File: src/quadrature_speed_direction_meter_macros.svh
// assertion helpers shared by the meter modules
`ifndef QUADRATURE_SPEED_DIRECTION_METER_MACROS_SVH
`define QUADRATURE_SPEED_DIRECTION_METER_MACROS_SVH

// invariant checked at every clock edge outside reset
`define QSDM_ASSERT(label, expr, msg) \
  label: assert property (@(posedge clk_i) disable iff (!rst_ni) (expr)) else $error(msg);

// same-cycle implication checked outside reset
`define QSDM_ASSERT_IMP(label, ante, cons, msg) \
  label: assert property (@(posedge clk_i) disable iff (!rst_ni) (ante) |-> (cons)) \
    else $error(msg);

`endif

File: src/qsdm_pkg.sv
`default_nettype none

package qsdm_pkg;

  // ring geometry
  localparam int unsigned RING_DEPTH  = 5;
  localparam int unsigned COUNT_WIDTH = 24;
  localparam int unsigned SLOT_W      = $clog2(RING_DEPTH);
  localparam int unsigned SUM_W       = COUNT_WIDTH + $clog2(RING_DEPTH);
  localparam int unsigned AVG_W       = COUNT_WIDTH + 1;

  // ring mean as floor(sum * MEAN_RECIP >> MEAN_SHIFT), exact for any SUM_W-bit sum
  localparam int unsigned MEAN_SHIFT   = SUM_W + SLOT_W;
  localparam int unsigned MEAN_RECIP_W = SUM_W + 1;
  localparam int unsigned MEAN_PROD_W  = SUM_W + MEAN_RECIP_W;
  localparam logic [MEAN_RECIP_W-1:0] MEAN_RECIP =
      MEAN_RECIP_W'(((64'd1 << MEAN_SHIFT) + 64'(RING_DEPTH - 1)) / 64'(RING_DEPTH));

  // register and result field widths
  localparam int unsigned LIMIT_W  = 8;
  localparam int unsigned NUM_W    = 16;
  localparam int unsigned FRAC_W   = 8;
  localparam int unsigned NUM_Q8_W = NUM_W + FRAC_W;
  localparam int unsigned RATE_W   = 24;
  localparam int unsigned IDLE_W   = 8;

  // rate divider widths
  localparam int unsigned DVD_W    = NUM_Q8_W;
  localparam int unsigned DVR_W    = AVG_W;
  localparam int unsigned DCNT_W   = $clog2(DVD_W + 1);

  // queue between front and back
  localparam int unsigned QUEUE_DEPTH = 2;
  localparam int unsigned QPTR_W      = (QUEUE_DEPTH > 1) ? $clog2(QUEUE_DEPTH) : 1;
  localparam int unsigned QCNT_W      = $clog2(QUEUE_DEPTH + 1);

  // config port
  localparam int unsigned CFG_ADDR_W = 3;
  localparam int unsigned CFG_DATA_W = 32;

  localparam logic [RATE_W-1:0]  RATE_MAX        = 24'hFFFF00;
  localparam logic [LIMIT_W-1:0] STALL_LIMIT_RST = 8'd10;
  localparam logic [NUM_W-1:0]   RATE_NUM_RST    = 16'd625;

  typedef enum logic [0:0] {
    OP_EDGE = 1'b0,
    OP_TICK = 1'b1
  } opcode_e;

  typedef enum logic [0:0] {
    REG_STALL_LIMIT = 1'b0,
    REG_RATE_NUM    = 1'b1
  } cfg_reg_e;

  typedef enum logic [2:0] {
    ST_WAITING      = 3'd0,
    ST_NEW_CATCH    = 3'd1,
    ST_RUNNING      = 3'd2,
    ST_NO_EDGE      = 3'd3,
    ST_SLOW_CATCH   = 3'd4,
    ST_STALLED      = 3'd5,
    ST_NOT_SPINNING = 3'd6
  } status_e;

  typedef enum logic [2:0] {
    B_IDLE,
    B_SUM,
    B_MEAN_A,
    B_MEAN_B,
    B_DIV_R,
    B_RESULT
  } back_state_e;

  // classified item as queued for the back part
  typedef struct packed {
    opcode_e                op;
    logic                   channel;
    logic                   dir;
    logic [COUNT_WIDTH-1:0] elapsed;
  } item_t;

  typedef struct packed {
    logic full;
    logic empty;
  } qstat_t;

  typedef struct packed {
    logic [LIMIT_W-1:0] stall_limit;
    logic [NUM_W-1:0]   rate_num;
  } cfg_t;

  typedef struct packed {
    status_e            status;
    logic               forwards;
    logic [AVG_W-1:0]   average;
    logic [RATE_W-1:0]  rate;
    logic               saturated;
    logic [IDLE_W-1:0]  idle;
  } result_t;

endpackage

`default_nettype wire

File: src/qsdm_front.sv
`default_nettype none

module qsdm_front import qsdm_pkg::*; (
  input  wire logic                   clk_i,
  input  wire logic                   rst_ni,
  input  wire logic                   in_valid_i,
  output logic                        in_stall_o,
  input  wire logic                   opcode_i,
  input  wire logic                   channel_i,
  input  wire logic                   level_a_i,
  input  wire logic                   level_b_i,
  input  wire logic [COUNT_WIDTH-1:0] elapsed_count_i,
  input  wire qstat_t                 qstat_i,
  output logic                        push_o,
  output item_t                       item_o
);

  logic  hold_valid_q, hold_valid_d;
  item_t hold_q;
  item_t class_d;
  logic  accept;

  // handshake: the holding stage drains into the queue
  assign push_o     = hold_valid_q && !qstat_i.full;
  assign in_stall_o = hold_valid_q && qstat_i.full;
  assign accept     = in_valid_i && !in_stall_o;
  assign item_o     = hold_q;

  // classify: direction comes from the level pair, inverted for channel b
  always_comb begin
    class_d.op      = opcode_e'(opcode_i);
    class_d.channel = channel_i;
    class_d.dir     = level_a_i ^ level_b_i ^ channel_i;
    class_d.elapsed = elapsed_count_i;
  end

  always_comb begin
    hold_valid_d = hold_valid_q;
    if (accept) begin
      hold_valid_d = 1'b1;
    end else if (push_o) begin
      hold_valid_d = 1'b0;
    end
  end

  always_ff @(posedge clk_i or negedge rst_ni) begin
    if (!rst_ni) begin
      hold_valid_q <= 1'b0;
    end else begin
      hold_valid_q <= hold_valid_d;
    end
  end

  always_ff @(posedge clk_i) begin
    if (accept) begin
      hold_q <= class_d;
    end
  end

endmodule

`default_nettype wire

File: config.mk
export PLATFORM = sky130hd
export DESIGN_NAME = qsdm_front
export DESIGN_NICKNAME = d
export VERILOG_FILES = /design/src/quadrature_speed_direction_meter_macros.svh /design/src/qsdm_pkg.sv /design/src/qsdm_front.sv
export SDC_FILE = /design/constraint.sdc
export NUM_CORES = 1
export LEC_CHECK = 0
export BUFFER_PORTS_ARGS = -buffer_cell sky130_fd_sc_hd__buf_2
export CORE_ASPECT_RATIO = 0.7
export CORE_MARGIN = 8
export CORE_UTILIZATION = 42
export CTS_CLUSTER_DIAMETER = 40
export CTS_CLUSTER_SIZE = 8
export DETAILED_ROUTE_END_ITERATION = 12
export GPL_ROUTABILITY_DRIVEN = 0
export PLACE_DENSITY_LB_ADDON = 0.1
export REMOVE_ABC_BUFFERS = 1
export SLEW_MARGIN = 30
export SYNTH_ARGS = -nofsm -noshare
export SYNTH_HDL_FRONTEND = slang
export SYNTH_SLANG_ARGS = --single-unit
File: constraint.sdc
create_clock -name clk_i -period 4.6 [get_ports clk_i]
set_clock_uncertainty 0.1 [all_clocks]
set_input_delay 0.23 -clock clk_i [delete_from_list [all_inputs] [get_ports clk_i]]
set_output_delay 0.23 -clock clk_i [all_outputs]
set_load 0.02 [all_outputs]
==> impl_metrics.toml <==
[critical_path]
start_kind = "primary input"
arrival_ps = 1330
required_ps = 4510
cp_max_fo = 27
criticalPathCategory = "in -> reg"
slowest_stage = "dlygate4sd3_1"
path_cells = "dlygate4sd3_1, buf_2, a21boi_2, buf_4"
worstSetupEndpointType = "flop"
worst_path_largest_cell_delay_ps = 530
r2r_cells = 2

[clock_tree]
cts_sinks = 28
cts_tree = "done"
max-clock-path-buffers = 2
cts_buffers = 3
path_clk_slew_ps = 130
root_buffer = "clkbuf_4"
cts_resized = 0
ctsHoldBuffers = 28
clock_latency_ps = 320
postCtsSetupBuffers = 0
htree_num_levels = 1

[drt]
finalWirelength_mm = 2.11
drt-initial-drc-count = 27
route.antenna.remaining_nets = 0
vias = 646
via_per_inst = 4.31
drc = 0
avgRoutedWirePerCell_um = 14.0
drtPass1Iterations = 4

[synthesis]
synth_top_area_frac = 0.914
yosysWarnings = 0
syn_area_per_cell_sq_um = 26.9
ys_types = 7
synth_area_leader_cell = "edfxtp_1"
ys_ff_latch = 28
synth-seq-area-share = 0.942
synth_cells = 33
synth_area_sq_um = 887
netlist_top_cells_area = "edfxtp_1 91%, dfrtp_1 2.8%, xor3_1 2.7%, a21boi_0 0.85%, a21o_1 0.85%"

[floorplan]
core.rowCount = 14
start_util = 0.429
die_h_um = 54.5
core_area_sq_um = 2070
pin_count = 62
dieArea_sq_um = 3860
die_w_um = 70.9

[flow_run]
maxCapViolations = 0

[timing]
max_freq_mhz = 704
rsz0062_at_grt = "false"
slew_viol_final = 0
fin_tns_setup_ps = 0
min_period_ps = 1420
fin_crit_sh = 0.309
tightest_slew_ps = 316
slew_headroom = 0.790
holdWs_ps = 61.1
finalSetupViolations = 0
finalHoldViolations = 0

[final_layout]
seq_area_sq_um = 836
layout.nets = 160
num_antenna_cells = 0
area_growth_pct = 76.0
multi_input_area_sq_um = 55.1
layout-drive-gt1-share = 0.524
fin_area_sq_um = 1560
num-fill-cells = 123

[hold_path]
holdPathStages = 2
hold_class = "in -> reg"

[global_route]
grt_max_degree = 28
antenna_found_initial = 0
grt_usage = 0.112
grt_overflow = 0
grt_pass1_vias = 665
grt_pass1_wl_mm = 3.27

[power_and_ir_drop]
p_leak_nw = 0.684
ir_worst_vdd_uv = 253
powerDensity_nw_per_um2 = 339

[placed_design]
io_buffers = 60
place_area_sq_um = 1230

[outcome]
outcome = "finished clean"
## routing by layer
layer / up-vias / global-route usage / wire (um)
li1: 316 / - / -
met1: 290 / 0.122 / 786
met2: 38 / 0.182 / 1050
met3: 2 / 0.0786 / 262
met4: 0 / 0.0205 / 8
met5: - / 0 / 0
## cells in the mapped netlist
cell	count
a21boi_0	1
and2_1	1
dfrtp_1	1
edfxtp_1	27
xor3_1	1
a21o_1	1
nor2b_1	1
## placed cells by master, fill, tap and decap left out
master / synthesis / layout
edfxtp_1: 27 / 27
dfrtp_1: 1 / 1
buf_2: 0 / 60
xor3_1: 1 / 1
bufinv_16: 0 / 1
a21boi_2: 0 / 1
buf_4: 0 / 1
dlygate4sd3_1: 0 / 28
nor2b_1: 1 / 1
and2_1: 1 / 1
clkbuf_4: 0 / 3
a21o_1: 1 / 1
## path summary, 6_finish.rpt
| check | start | end | slack (ps) |
|---|---|---|---|
| max | in_valid_i | item_o[1] | 3180 |
| min | qstat_i[1] | hold_valid_q | 60 |
| max reg2reg | hold_valid_q | item_o[1] | 3310 |
| min reg2reg | hold_valid_q | hold_valid_q | 460 |
| max in group asynchronous | rst_ni | hold_valid_q | 4220 |
| min in group asynchronous | rst_ni | hold_valid_q | 100 |
## flip-flops by register name, indices dropped and copies added, names as in the netlist
register	flops
item_o	27
hold_valid_q	1
## area by class of cell
type / count / area share
clock buffers: 3 / 0.0144
clock inverters: 1 / 0.0192
multi-input cells: 5 / 0.0353
flip-flops and latches: 28 / 0.535
well taps: 24 / 0.0192
repair buffers: 89 / 0.377
## stage by stage
stage,util,setup WS (ps),cells,power (W)
6_report,0.755,3180,150,0.000530
4_1_cts,0.755,3190,150,0.000539
3_3_place_gp,0.594,3330,118,0.000363
2_1_floorplan,-,1680,33,0.000335
3_5_place_dp,0.594,3300,118,0.000364
5_1_grt,0.755,3120,150,0.000555
## cell families (layout without fill, tap and decap cells)
group           after synthesis  count (layout)  synth area share
compound gates                2               2            0.0169
buf+inv                       0              93                 0
flops                        28              28             0.942
xor+xnor                      1               1            0.0268
simple gates                  2               2            0.0141
## where the power goes
group	internal (W)	total (W)	switching, W
Sequential	0.000297	0.000300	0.00000345
Clock	0.0000881	0.000154	0.0000662
Combinational	0.0000380	0.0000753	0.0000373
## worst max-delay path: cells and delay by family
kind	cells	cell delay, ps
AO/OA/AOI/OAI	1	140
buffers and inverters	3	960
Note: power is estimated with default switching activity, not from simulation.
