--- src/quadrature_speed_direction_meter_macros.svh ---
// assertion helpers shared by the meter modules
`ifndef QUADRATURE_SPEED_DIRECTION_METER_MACROS_SVH
`define QUADRATURE_SPEED_DIRECTION_METER_MACROS_SVH

// invariant checked at every clock edge outside reset
`define QSDM_ASSERT(label, expr, msg) \
  label: assert property (@(posedge clk_i) disable iff (!rst_ni) (expr)) else $error(msg);

// same-cycle implication checked outside reset
`define QSDM_ASSERT_IMP(label, ante, cons, msg) \
  label: assert property (@(posedge clk_i) disable iff (!rst_ni) (ante) |-> (cons)) \
    else $error(msg);

`endif

--- src/qsdm_pkg.sv ---
`default_nettype none

package qsdm_pkg;

  // ring geometry
  localparam int unsigned RING_DEPTH  = 5;
  localparam int unsigned COUNT_WIDTH = 24;
  localparam int unsigned SLOT_W      = $clog2(RING_DEPTH);
  localparam int unsigned SUM_W       = COUNT_WIDTH + $clog2(RING_DEPTH);
  localparam int unsigned AVG_W       = COUNT_WIDTH + 1;

  // ring mean as floor(sum * MEAN_RECIP >> MEAN_SHIFT), exact for any SUM_W-bit sum
  localparam int unsigned MEAN_SHIFT   = SUM_W + SLOT_W;
  localparam int unsigned MEAN_RECIP_W = SUM_W + 1;
  localparam int unsigned MEAN_PROD_W  = SUM_W + MEAN_RECIP_W;
  localparam logic [MEAN_RECIP_W-1:0] MEAN_RECIP =
      MEAN_RECIP_W'(((64'd1 << MEAN_SHIFT) + 64'(RING_DEPTH - 1)) / 64'(RING_DEPTH));

  // register and result field widths
  localparam int unsigned LIMIT_W  = 8;
  localparam int unsigned NUM_W    = 16;
  localparam int unsigned FRAC_W   = 8;
  localparam int unsigned NUM_Q8_W = NUM_W + FRAC_W;
  localparam int unsigned RATE_W   = 24;
  localparam int unsigned IDLE_W   = 8;

  // rate divider widths
  localparam int unsigned DVD_W    = NUM_Q8_W;
  localparam int unsigned DVR_W    = AVG_W;
  localparam int unsigned DCNT_W   = $clog2(DVD_W + 1);

  // queue between front and back
  localparam int unsigned QUEUE_DEPTH = 2;
  localparam int unsigned QPTR_W      = (QUEUE_DEPTH > 1) ? $clog2(QUEUE_DEPTH) : 1;
  localparam int unsigned QCNT_W      = $clog2(QUEUE_DEPTH + 1);

  // config port
  localparam int unsigned CFG_ADDR_W = 3;
  localparam int unsigned CFG_DATA_W = 32;

  localparam logic [RATE_W-1:0]  RATE_MAX        = 24'hFFFF00;
  localparam logic [LIMIT_W-1:0] STALL_LIMIT_RST = 8'd10;
  localparam logic [NUM_W-1:0]   RATE_NUM_RST    = 16'd625;

  typedef enum logic [0:0] {
    OP_EDGE = 1'b0,
    OP_TICK = 1'b1
  } opcode_e;

  typedef enum logic [0:0] {
    REG_STALL_LIMIT = 1'b0,
    REG_RATE_NUM    = 1'b1
  } cfg_reg_e;

  typedef enum logic [2:0] {
    ST_WAITING      = 3'd0,
    ST_NEW_CATCH    = 3'd1,
    ST_RUNNING      = 3'd2,
    ST_NO_EDGE      = 3'd3,
    ST_SLOW_CATCH   = 3'd4,
    ST_STALLED      = 3'd5,
    ST_NOT_SPINNING = 3'd6
  } status_e;

  typedef enum logic [2:0] {
    B_IDLE,
    B_SUM,
    B_MEAN_A,
    B_MEAN_B,
    B_DIV_R,
    B_RESULT
  } back_state_e;

  // classified item as queued for the back part
  typedef struct packed {
    opcode_e                op;
    logic                   channel;
    logic                   dir;
    logic [COUNT_WIDTH-1:0] elapsed;
  } item_t;

  typedef struct packed {
    logic full;
    logic empty;
  } qstat_t;

  typedef struct packed {
    logic [LIMIT_W-1:0] stall_limit;
    logic [NUM_W-1:0]   rate_num;
  } cfg_t;

  typedef struct packed {
    status_e            status;
    logic               forwards;
    logic [AVG_W-1:0]   average;
    logic [RATE_W-1:0]  rate;
    logic               saturated;
    logic [IDLE_W-1:0]  idle;
  } result_t;

endpackage

`default_nettype wire

--- src/qsdm_queue.sv ---
`default_nettype none
`include "quadrature_speed_direction_meter_macros.svh"

module qsdm_queue import qsdm_pkg::*; (
  input  wire logic  clk_i,
  input  wire logic  rst_ni,
  input  wire logic  push_i,
  input  wire item_t item_i,
  input  wire logic  pop_i,
  output item_t      item_o,
  output qstat_t     qstat_o
);

  item_t             mem_q [QUEUE_DEPTH];
  logic [QPTR_W-1:0] wr_ptr_q, wr_ptr_d;
  logic [QPTR_W-1:0] rd_ptr_q, rd_ptr_d;
  logic [QCNT_W-1:0] count_q, count_d;

  assign qstat_o.full  = (count_q == QCNT_W'(QUEUE_DEPTH));
  assign qstat_o.empty = (count_q == '0);
  assign item_o        = mem_q[rd_ptr_q];

  // pointer and fill count
  always_comb begin
    wr_ptr_d = wr_ptr_q;
    rd_ptr_d = rd_ptr_q;
    count_d  = count_q;
    if (push_i) begin
      wr_ptr_d = (wr_ptr_q == QPTR_W'(QUEUE_DEPTH - 1)) ? '0 : wr_ptr_q + QPTR_W'(1);
    end
    if (pop_i) begin
      rd_ptr_d = (rd_ptr_q == QPTR_W'(QUEUE_DEPTH - 1)) ? '0 : rd_ptr_q + QPTR_W'(1);
    end
    if (push_i && !pop_i) begin
      count_d = count_q + QCNT_W'(1);
    end else if (pop_i && !push_i) begin
      count_d = count_q - QCNT_W'(1);
    end
  end

  always_ff @(posedge clk_i or negedge rst_ni) begin
    if (!rst_ni) begin
      wr_ptr_q <= '0;
      rd_ptr_q <= '0;
      count_q  <= '0;
    end else begin
      wr_ptr_q <= wr_ptr_d;
      rd_ptr_q <= rd_ptr_d;
      count_q  <= count_d;
    end
  end

  always_ff @(posedge clk_i) begin
    if (push_i) begin
      mem_q[wr_ptr_q] <= item_i;
    end
  end

  `QSDM_ASSERT(a_count_bound, count_q <= QCNT_W'(QUEUE_DEPTH), "queue count over depth")
  `QSDM_ASSERT(a_no_overflow, !(push_i && qstat_o.full && !pop_i), "push into full queue")
  `QSDM_ASSERT(a_no_underflow, !(pop_i && qstat_o.empty), "pop from empty queue")

endmodule

`default_nettype wire

--- config.mk ---
export PLATFORM = sky130hd
export DESIGN_NAME = qsdm_queue
export DESIGN_NICKNAME = d
export VERILOG_FILES = /design/src/qsdm_pkg.sv /design/src/qsdm_queue.sv
export VERILOG_INCLUDE_DIRS = /design/src /design/src/src
export SDC_FILE = /design/constraint.sdc
export NUM_CORES = 1
export LEC_CHECK = 0
export BUFFER_PORTS_ARGS = -buffer_cell sky130_fd_sc_hd__buf_2
export CORE_ASPECT_RATIO = 0.9
export CORE_MARGIN = 3
export CORE_UTILIZATION = 54
export CTS_BUF_LIST = sky130_fd_sc_hd__clkbuf_2 sky130_fd_sc_hd__clkbuf_4 sky130_fd_sc_hd__clkbuf_8
export CTS_CLUSTER_DIAMETER = 60
export DETAILED_ROUTE_END_ITERATION = 8
export PLACE_DENSITY_LB_ADDON = 0.25
export SLEW_MARGIN = 15
export SYNTH_ARGS = -nofsm -noshare
export SYNTH_HDL_FRONTEND = slang
export SYNTH_SLANG_ARGS = --single-unit
export TNS_END_PERCENT = 30
--- constraint.sdc ---
create_clock -name clk_i -period 2.6 [get_ports clk_i]
set_input_delay 0.13 -clock clk_i [delete_from_list [all_inputs] [get_ports clk_i]]
set_output_delay 0.13 -clock clk_i [all_outputs]
set_load 0.05 [all_outputs]
==> qor.yml <==
power_and_ir_drop:
  p_sw_share_pct: 39.66
  p_leak_nw: 1.247
  power.share.combinational_pct: 43.5
  p_int_w: 0.002118
  power.sequential.fraction_pct: 38.1
  power_per_cell_area_mw_per_mm2: 1160
  worst_ir_drop_vdd_mv: 0.8139
  clock_power_share_pct: 18.4
  total_switching_power_w: 0.001392
  totalPowerFinal_w: 0.003510
clock_tree:
  max-clock-path-buffers: 2
  cts_root_buf: "clkbuf_8"
  cts.sinks: 58
  tritoncts.num_buffers: 9
  worst_setup_hold_path_clk_slew_ns: 0.05
  clock_latency_ns: 0.32
  htreeDepth: 3
  tritoncts_clock_tree: "done"
worst_setup_path:
  critical_path.top_delay_family: "flip-flops"
  worstPathArrival_ns: 1.73
  slowest_stage: "dfrtp_1"
  worstSetupStartpointType: "flip-flop"
  endpoint_kind: "primary output"
  worstPathMaxFanout: 19
  number_of_buffer_and_inverter_instances_along_the_worst_setup_path: 2
  crit_path_cell_trace: "buf_12, mux2_4, buf_2"
  critPathRequiredTime_ns: 2.47
  critical_path_class: "flip-flop to primary output"
  timing.critical_path.slowest_cell_delay_ns: 0.62
hold_path:
  hold_class: "input pin to flip-flop"
timing:
  max_slew_margin_pct: 56.12
  fin_tns_setup_ns: 0
  max_slew.worst_pin.slew_ns: 0.6582
  rsz_0062_raised_after_global_routing: "false"
  finClkSkew_ns: 0.004255
  layout_min_cycle_time_ns: 1.863
  layout_setup_ws_ns: 0.7368
  clock.fmax_mhz: 536.7
  setup_viol: 0
  maxSlewViolCount: 0
  layout_worst_path_cycle_share_pct: 71.66
  final_hold_viol_count: 0
drt:
  total_number_of_vias: 1168
  drt_pass1_iterations: 4
  drt.antenna.violating_nets: 0
  drtIter0Drc: 38
  post_dr_vias_cell: 4.691
  remaining_drc_errors: 0
  dr_wl_cell_um: 13.89
  total_length_of_routed_wires_um: 3458
synthesis:
  ys_warn_count: 0
  synth-seq-area-share_pct: 77.04
  synth_area_mm2: 0.002235
  synth-seq-cells: 58
  ys_types: 13
  postSynthAreaPerCell_um2: 22.35
  postSynthNetCount: 132
  syn-instance-count: 100
global_route:
  antenna_found_initial: 0
  global_route.overflow_total: 0
  grt_first_pass_wirelength_um: 5492
  grt_max_degree: 20
  grt_use_total_pct: 16.12
  grt_pass1_vias: 1273
final_layout:
  multi_input_comb_area_um2: 460.4
  ff_latch_area_mm2: 0.001722
  flow.area_growth_from_synthesis_pct: 35.44
  finalNonFillerCells: 249
  layout.cells.most_common: "buf_2"
  num-nets-final: 230
  count_of_filler_cells_inserted_in_the_layout: 223
  antenna_cells: 0
  final_cell_mix: "59 x buf_2, 54 x edfxtp_1, 28 x dlygate4sd3_1, 19 x mux2_4, 9 x clkbuf_8"
  share_of_layout_cells_above_drive_strength_1_pct: 50.74
  finalCoreUtilization_pct: 78.90
floorplanning:
  core_region_area_mm2: 0.003836
  die_y_um: 67.03
  fp.dieW_um: 73.81
  rows: 21
  dieArea_mm2: 0.004947
  ios: 60
  initial_util_pct: 58.25
place:
  post-dp-hpwl_um: 2295
  place_inst: 205
  place.gp.congestion: 0.6835
  place_worst_setup_slack_ns: 0.9855
  place.port_buffers: 59
flow_run:
  cap_violations: 0
outcome:
  status: "complete, no violations"
-- worst register-to-register path: cells and delay by family (launching register included) --
family                 cells  cell delay [ns]
AND/OR/NAND/NOR            1             0.53
buffers and inverters      1             0.35
flip-flops                 1             0.40
-- synth_stat cells (all sizes together) --
master,number,area (um^2)
edfxtp,54,1622
mux2,27,375.4
dfrtp,4,100.1
xor2,4,35.03
buf,3,51.30
nor2,2,7.510
nor2b,2,12.51
and2,1,6.260
ha,1,12.51
inv,1,3.750
xnor2,1,8.760
-- routing by layer --
layer  routed length [um]  global-route usage [%]
met4                   46                   6.109
met3                  252                   9.351
met5                    0                       0
met2                 1855                   28.21
met1                 1303                   15.42
-- power by group through the flow --
stage / combinational (W) / clock (W) / sequential, W
floorplan: 0.00130 / 0 / 0.00132
global placement: 0.00149 / 0 / 0.00135
detailed placement: 0.00151 / 0 / 0.00136
CTS: 0.00154 / 0.000668 / 0.00134
global route: 0.00160 / 0.000726 / 0.00136
finish: 0.00153 / 0.000646 / 0.00134
-- state kept, by name, summed over array words and instances, names as in the netlist --
name	count
count_q	2
mem_q	54
rd_ptr_q	1
wr_ptr_q	1
-- per-stage QoR --
stage / hold slack, ns / instance area, um^2
CTS: 0.003064 / 3017
global route: 0.005328 / 3027
floorplan: -0.1656 / 2235
global placement: -0.06501 / 2586
finish: 0.02023 / 3027
detailed placement: -0.06193 / 2586
-- final cells by class --
type	instances	area share, %
Clock inverter	5	0.7028
Timing Repair Buffer	90	20.59
Clock buffer	11	4.589
Multi-Input combinational cell	38	15.21
Sequential cell	58	56.88
Inverter	1	0.1240
Tap cell	46	1.902
-- logic make-up after synthesis --
| kind of cell | Yosys count | synth area share, % |
|---|---|---|
| xor+xnor | 5 | 1.960 |
| fa+ha+maj | 1 | 0.5598 |
| buf+inv | 4 | 2.463 |
| flops | 58 | 77.04 |
| mux | 27 | 16.80 |
| simple gates | 5 | 1.176 |
-- worst paths after layout --
check                           cells past startpoint                   start                     end  slack [ns]
worst max-delay path                                3    rd_ptr_q$_DFFE_PN0P_               item_o[3]        0.74
worst max register to register                      2    wr_ptr_q$_DFFE_PN0P_  mem_q[0][25]$_DFFE_PP_        1.02
worst min register to register                      1  count_q[1]$_DFFE_PN0P_  count_q[1]$_DFFE_PN0P_        0.50
worst min-delay path                                2                   pop_i    rd_ptr_q$_DFFE_PN0P_        0.02
max in group asynchronous                           2                  rst_ni    rd_ptr_q$_DFFE_PN0P_        2.33
min in group asynchronous                           2                  rst_ni  count_q[1]$_DFFE_PN0P_        0.15
-- what timing repair did --
item,CTS,global route
setup buffers,0,0
hold endpoints to repair,56,2
gates resized for setup,0,0
hold buffers,27,1
Power figures use the tool's default switching activity.
